===== config.mk =====
export PLATFORM = sky130hd
export DESIGN_NAME = kti_ctrl
export DESIGN_NICKNAME = d
export VERILOG_FILES = /design/src/rtl/kti_pkg.sv /design/src/rtl/kti_ctrl.sv
export SDC_FILE = /design/constraint.sdc
export NUM_CORES = 1
export LEC_CHECK = 0
export ABC_AREA = 1
export CELL_PAD_IN_SITES_DETAIL_PLACEMENT = 1
export CELL_PAD_IN_SITES_GLOBAL_PLACEMENT = 1
export CORE_ASPECT_RATIO = 1.5
export CORE_MARGIN = 3
export CORE_UTILIZATION = 25
export CTS_CLUSTER_DIAMETER = 80
export DETAILED_ROUTE_END_ITERATION = 6
export DONT_BUFFER_PORTS = 1
export PLACE_DENSITY = 0.65
export REMOVE_ABC_BUFFERS = 1
export SLEW_MARGIN = 15
export SYNTH_ARGS = -nofsm -noshare
export SYNTH_HDL_FRONTEND = slang
export SYNTH_SLANG_ARGS = --single-unit
export TNS_END_PERCENT = 20

===== constraint.sdc =====
create_clock -name clk -period 2.2 [get_ports clk]
set_input_delay 0.33 -clock clk [delete_from_list [all_inputs] [get_ports clk]]
set_output_delay 0.33 -clock clk [all_outputs]
set_load 0.02 [all_outputs]

===== src/rtl/kti_pkg.sv =====
package kti_pkg;

	localparam int MAX_POINTS = 16;
	localparam int AW         = $clog2(MAX_POINTS);
	localparam int NW         = $clog2(MAX_POINTS + 2);
	localparam int POS_W      = 17;
	localparam int FRAME_W    = 32;
	localparam int PERM_W     = 10;
	localparam int CFG_DW     = 17;
	localparam int CFG_IW     = 3;
	localparam int DIV_STEPS  = 17;
	localparam int DCW        = $clog2(DIV_STEPS);

	localparam logic [17:0] SMOOTH_C    = 18'd196608;
	localparam logic [9:0]  PERM_FULL   = 10'd1000;
	localparam logic [19:0] SPEED_SCALE = 20'd1000000;
	localparam logic [26:0] RECIP_1000  = 27'd68719477;
	localparam int          RECIP_SH    = 36;

	typedef enum logic [CFG_IW-1:0] {
		CFG_ENABLE = 3'd0,
		CFG_DEF_X  = 3'd1,
		CFG_DEF_Y  = 3'd2,
		CFG_SPEED  = 3'd3,
		CFG_SMOOTH = 3'd4
	} cfg_idx_t;

	typedef enum logic [1:0] {
		OP_CLEAR  = 2'd0,
		OP_APPEND = 2'd1,
		OP_QUERY  = 2'd2,
		OP_NOP    = 2'd3
	} op_t;

	typedef struct packed {
		op_t                operation;
		logic [FRAME_W-1:0] frame;
		logic [POS_W-1:0]   point_x;
		logic [POS_W-1:0]   point_y;
	} in_item_t;

	typedef struct packed {
		logic [POS_W-1:0] pos_x;
		logic [POS_W-1:0] pos_y;
		logic             located;
		logic             overflow;
	} out_item_t;

	typedef enum logic [2:0] {
		TB_NONE,
		TB_CLEAR,
		TB_FIRST,
		TB_PEND,
		TB_PUSH
	} tb_op_t;

	typedef enum logic [2:0] {
		RES_ZERO,
		RES_DEF,
		RES_PT,
		RES_LERP,
		RES_OVF
	} res_sel_t;

	typedef struct packed {
		logic          load;
		tb_op_t        tb_op;
		logic          rd_en;
		logic [NW-1:0] rd_idx;
		logic          sp1;
		logic          sp2;
		logic          sp3;
		logic          prv_ld;
		logic          seg_ld;
		logic          div_step;
		logic          i1;
		logic          i2;
		logic          i3;
		logic          i4;
		logic          res_ld;
		res_sel_t      res_sel;
		logic          out_ld;
	} cmd_t;

	typedef struct packed {
		op_t           op;
		logic          en;
		logic [NW-1:0] cnt;
		logic          pv;
		logic [NW-1:0] n;
		logic          fq_le_pt;
		logic          fq_ge_pt;
		logic          keep;
		logic          full;
		logic          out_free;
	} sts_t;

endpackage


===== src/rtl/kti_ctrl.sv =====
module kti_ctrl (
	input  logic          clk,
	input  logic          arst_n,
	input  logic          in_valid,
	output logic          in_stall,
	input  kti_pkg::sts_t sts,
	output kti_pkg::cmd_t cmd
);
	import kti_pkg::*;

	typedef enum logic [3:0] {
		ST_IDLE, ST_DISP, ST_A_RD, ST_A_S2, ST_A_S3, ST_A_S4,
		ST_Q_P0, ST_Q_PL, ST_Q_SC, ST_DIV,
		ST_I1, ST_I2, ST_I3, ST_I4, ST_I5, ST_FIN
	} state_t;

	state_t         state_q, nxt;
	logic [NW-1:0]  idx_q, idx_n, idx_inc;
	logic [DCW-1:0] cnt_q, cnt_n;

	assign in_stall = (state_q != ST_IDLE);
	assign idx_inc  = idx_q + NW'(1);

	always_comb begin
		cmd   = '0;
		nxt   = state_q;
		idx_n = idx_q;
		cnt_n = cnt_q;
		case (state_q)
			ST_IDLE: begin
				if (in_valid) begin
					cmd.load = 1'b1;
					nxt      = ST_DISP;
				end
			end
			ST_DISP: begin
				case (sts.op)
					OP_CLEAR: begin
						cmd.tb_op  = TB_CLEAR;
						cmd.res_ld = 1'b1;
						nxt        = ST_FIN;
					end
					OP_APPEND: begin
						if (sts.cnt == '0 && !sts.pv) begin
							cmd.tb_op  = TB_FIRST;
							cmd.res_ld = 1'b1;
							nxt        = ST_FIN;
						end else if (sts.pv && sts.cnt != '0) begin
							cmd.rd_en  = 1'b1;
							cmd.rd_idx = sts.cnt - NW'(1);
							nxt        = ST_A_RD;
						end else begin
							cmd.tb_op  = TB_PEND;
							cmd.res_ld = 1'b1;
							nxt        = ST_FIN;
						end
					end
					OP_QUERY: begin
						if (!sts.en) begin
							cmd.res_ld = 1'b1;
							nxt        = ST_FIN;
						end else if (sts.n == '0) begin
							cmd.res_ld  = 1'b1;
							cmd.res_sel = RES_DEF;
							nxt         = ST_FIN;
						end else begin
							cmd.rd_en = 1'b1;
							nxt       = ST_Q_P0;
						end
					end
					default: begin
						cmd.res_ld = 1'b1;
						nxt        = ST_FIN;
					end
				endcase
			end
			ST_A_RD: begin
				cmd.sp1 = 1'b1;
				nxt     = ST_A_S2;
			end
			ST_A_S2: begin
				cmd.sp2 = 1'b1;
				nxt     = ST_A_S3;
			end
			ST_A_S3: begin
				cmd.sp3 = 1'b1;
				nxt     = ST_A_S4;
			end
			ST_A_S4: begin
				cmd.res_ld = 1'b1;
				nxt        = ST_FIN;
				if (sts.keep) begin
					if (sts.full)
						cmd.res_sel = RES_OVF;
					else
						cmd.tb_op = TB_PUSH;
				end else begin
					cmd.tb_op = TB_PEND;
				end
			end
			ST_Q_P0: begin
				if (sts.n == NW'(1) || sts.fq_le_pt) begin
					cmd.res_ld  = 1'b1;
					cmd.res_sel = RES_PT;
					nxt         = ST_FIN;
				end else begin
					cmd.rd_en  = 1'b1;
					cmd.rd_idx = sts.n - NW'(1);
					nxt        = ST_Q_PL;
				end
			end
			ST_Q_PL: begin
				if (sts.fq_ge_pt) begin
					cmd.res_ld  = 1'b1;
					cmd.res_sel = RES_PT;
					nxt         = ST_FIN;
				end else begin
					cmd.rd_en = 1'b1;
					idx_n     = '0;
					nxt       = ST_Q_SC;
				end
			end
			ST_Q_SC: begin
				if (idx_q == '0) begin
					cmd.prv_ld = 1'b1;
					cmd.rd_en  = 1'b1;
					cmd.rd_idx = idx_inc;
					idx_n      = idx_inc;
				end else if (sts.fq_le_pt) begin
					cmd.seg_ld = 1'b1;
					cnt_n      = '0;
					nxt        = ST_DIV;
				end else begin
					cmd.prv_ld = 1'b1;
					if (idx_inc < sts.n) begin
						cmd.rd_en  = 1'b1;
						cmd.rd_idx = idx_inc;
						idx_n      = idx_inc;
					end else begin
						cmd.res_ld  = 1'b1;
						cmd.res_sel = RES_DEF;
						nxt         = ST_FIN;
					end
				end
			end
			ST_DIV: begin
				cmd.div_step = 1'b1;
				cnt_n        = cnt_q + DCW'(1);
				if (cnt_q == DCW'(DIV_STEPS - 1))
					nxt = ST_I1;
			end
			ST_I1: begin
				cmd.i1 = 1'b1;
				nxt    = ST_I2;
			end
			ST_I2: begin
				cmd.i2 = 1'b1;
				nxt    = ST_I3;
			end
			ST_I3: begin
				cmd.i3 = 1'b1;
				nxt    = ST_I4;
			end
			ST_I4: begin
				cmd.i4 = 1'b1;
				nxt    = ST_I5;
			end
			ST_I5: begin
				cmd.res_ld  = 1'b1;
				cmd.res_sel = RES_LERP;
				nxt         = ST_FIN;
			end
			ST_FIN: begin
				if (sts.out_free) begin
					cmd.out_ld = 1'b1;
					nxt        = ST_IDLE;
				end
			end
			default: nxt = ST_IDLE;
		endcase
	end

	always_ff @(posedge clk or negedge arst_n) begin
		if (!arst_n) begin
			state_q <= ST_IDLE;
			idx_q   <= '0;
			cnt_q   <= '0;
		end else begin
			state_q <= nxt;
			idx_q   <= idx_n;
			cnt_q   <= cnt_n;
		end
	end

	a_push_not_full: assert property (@(posedge clk) disable iff (!arst_n)
		cmd.tb_op == TB_PUSH |-> !sts.full) else $error("push into full table");
	a_out_free: assert property (@(posedge clk) disable iff (!arst_n)
		cmd.out_ld |-> sts.out_free) else $error("result overwritten");
	a_div_len: assert property (@(posedge clk) disable iff (!arst_n)
		cmd.seg_ld |=> cmd.div_step) else $error("divider not started");
endmodule


==> key figures <==
Logic synthesis
  • Yosys reg bits: 14
  • Area share of the largest cell type after synthesis: 19.83%
  • Distinct cell type count after synthesis: 27
  • Sequential fraction of the synthesis area: 19.83%
  • Syn Std Cell Area: 1767 um2
  • Synth warn: 0
  • Dominant cell type by area after synthesis: dfrtp_1
  • Main area contributors after synthesis: dfrtp_1, nand2_1, ha_1
  • Mapped Cells: 294
  • Syn avg cell area: 6.009 um2

Layout
  • N_diodes: 0
  • Layout cells sized above 1: 25.00%
  • Commonest non-fill, non-tap cells in the layout: nand2_1, inv_1, nor2_1, buf_4, nand3_1
  • Final net count: 382
  • Fill cells: 874
  • FF+latch area: 351.6 um2
  • Final instance area: 2429 um2
  • Most common library cell in the layout ignoring fill and taps: nand2_1
  • Area added between synthesis and finish: 37.46%
  • Multi-input logic area: 1369 um2

Pwr
  • Pwr/cell area: 1019 nW/um2
  • Leak: 1.367 nW
  • Peak supply drop: 0.2694 mV

Placed design
  • GPL Wtd Cong: 0.8964
  • DP Wirelength: 4895 um
  • DP Area: 2091 um2
  • PortBufs: 0

Critical path
  • Setup crit end: cmd[1]
  • Worst path required time: 1870 ps
  • Worst-case reg-to-reg path depth: 17
  • Worst path bufs/invs: 2
  • Slowest stage delay, CP: 420 ps
  • Reg-to-Reg End: idx_q[1]
  • Crit path from: idx_q[1]
  • Critical path peak fanout: 2
  • Critical path arrival: 2250 ps
  • R2r setup slk: -330 ps
  • Crit path cell chain: ha_4 > nand3_2 > xor2_1 > inv_1 > ha_4 > nand2_4 > nor2_4 > nand2_4 > nand3_4 > buf_6 > nand3_2 > o211ai_1
  • RR Startpoint: idx_q[1]
  • Critical path's top delay family: simple AND/OR/NAND/NOR gates
  • Crit path max-delay cell type: dfrtp_1
  • Critical Path Sink Type: primary output
  • Critical Path Stages: 12
  • Startpoint Class: flip-flop
  • Kind of critical path: reg2out

Detailed routing
  • Via-per-instance ratio: 4.750
  • Antenna-violating nets left: 0
  • Initial DRC count: 37
  • Drt total wl: 6035 um
  • # DRC: 0
  • Detailed Routing Iterations Pass 1: 3
  • WL/cell: 14.51 um
  • Routed via count: 1976

Global route
  • First-pass GRT wire length: 10070 um
  • Total gr overflow: 0
  • Initial antenna violation count: 0
  • Total track usage: 15.99%
  • Pin count of the biggest net entering global routing: 15
  • Vias in the first global route: 2203

Timing
  • Worst Clk Skew: 1.014 ps
  • Final Hold Fails: 0
  • Fmax: 387.9 MHz
  • Setup_tns: -4139 ps
  • Min cycle time layout: 2578 ps
  • Final setup violation count: 17
  • RSZ-0062 raised after global routing: true
  • Worst slew pin tran: 662.5 ps
  • Final WS setup: -378.2 ps
  • Post-route clock period utilization: 117.2%
  • Relative slew slack: 55.69%
  • Pins over their slew limit: 0

CTS
  • H-tree lvl count: 1
  • Sink Count: 14
  • CTS root buf: clkbuf_8
  • Clock Path Buffers: 2
  • Worst-Skew Late Latency: 240 ps
  • TritonCTS clock tree: built
  • CTS buffer count: 3
  • Clock transition at path regs: 60 ps

Floorplanning
  • Initial Util: 26.50%
  • Die area: 8132 um2
  • Die width: 74.64 um
  • # rows: 36
  • I/O Pins: 48
  • Floorplan core area: 6666 um2
  • Die height: 109.0 um

Status
  • Outcome: complete, but fails checks
  • Failing checks: negative setup slack

Flow run
  • Max-Cap Viols: 0

Worst hold path
  • Worst hold path class: in2reg
-- Yosys cell counts --
cell and n:
nand4_1 3, nor3b_1 1, buf_4 1, or2_0 1
inv_1 55, xnor2_1 1, ha_1 19, buf_6 1
nor2_2 6, nand3_1 36, a21oi_1 6, o21ai_0 2
nor4_1 1, a21boi_0 1, o22ai_1 3, nor2_1 40
nand3b_1 2, dfrtp_1 14, nand2_2 3, nor3_1 1
nand2_1 81, xor2_1 10, o31ai_1 1, o211ai_1 2
o21ai_1 1, inv_2 1, nand3_2 1
-- routing by layer --
metal / vias to the layer above / wire length (um) / global-route usage, %
met3: 14 / 242 / 2.952
met4: 0 / 165 / 5.471
li1: 1000 / - / -
met1: 925 / 2105 / 15.85
met2: 37 / 3522 / 31.70
met5: - / 0 / 0
-- worst min-delay path by stage --
stage               startpoint          to  slack, ps  depth (start not counted)
floorplan               arst_n    cnt_q[0]         30                          0
finish                  sts[0]  state_q[1]        370                          3
global placement        arst_n    idx_q[1]         40                          0
detailed placement      arst_n    idx_q[1]         40                          0
global route            sts[0]  state_q[2]        390                          3
CTS                     sts[0]  state_q[1]        370                          3
-- cells by family (layout without fill, tap and decap cells) --
| group | count (synthesis) | after routing | synth area share [%] |
|---|---|---|---|
| AND/OR/NAND/NOR | 176 | 176 | 42.99 |
| buffers and inverters | 58 | 104 | 12.96 |
| adder cells (fa/ha/maj) | 19 | 19 | 13.46 |
| AO/OA/AOI/OAI | 16 | 16 | 5.312 |
| flip-flops | 14 | 14 | 19.83 |
| XOR/XNOR | 11 | 11 | 5.453 |
-- through the flow --
stage	util (%)	setup slack, ps	cells	hold slack, ps	power (mW)
after CTS	35.64	-342.2	413	371.4	2.440
after global placement	31.36	-175.1	401	35.19	1.981
final	36.43	-378.2	416	371.3	2.474
after floorplan	-	-184.7	292	34.41	1.502
after global routing	36.43	-481.5	416	392.8	2.760
after detailed placement	31.36	-284.3	401	35.13	2.012
-- registers in the layout, summed over array words and instances, names as in the netlist --
signal / flops
cnt_q: 5
state_q: 4
idx_q: 5
-- report_power, final --
group          leakage [nW]  switching, mW  internal (mW)  total [mW]
sequential            0.178          0.122          0.361       0.483
clock                0.0288         0.0940          0.158       0.252
combinational          1.16           1.09          0.647        1.74
-- worst min-delay path: stages --
cell	delay [ps]
inv_1	30
nand3_1	140
nand2_1	70
-- timing repair --
item | 4_1_cts | 5_1_grt
setup buffers | 7 | 3
resized for setup | 34 | 7
setup endpoints to repair | 17 | 19
hold buffers | 1 | 0
pin swaps | 17 | 5
endpoints found under the hold margin | 14 | 0
-- layout make-up --
| class | count | area share [%] |
|---|---|---|
| clock buffer | 4 | 2.267 |
| tap | 76 | 3.916 |
| inverter | 56 | 8.655 |
| timing repair buffer | 44 | 14.32 |
| multi-input combinational | 222 | 56.36 |
| sequential | 14 | 14.48 |
Note: power is estimated with default switching activity, not from simulation.
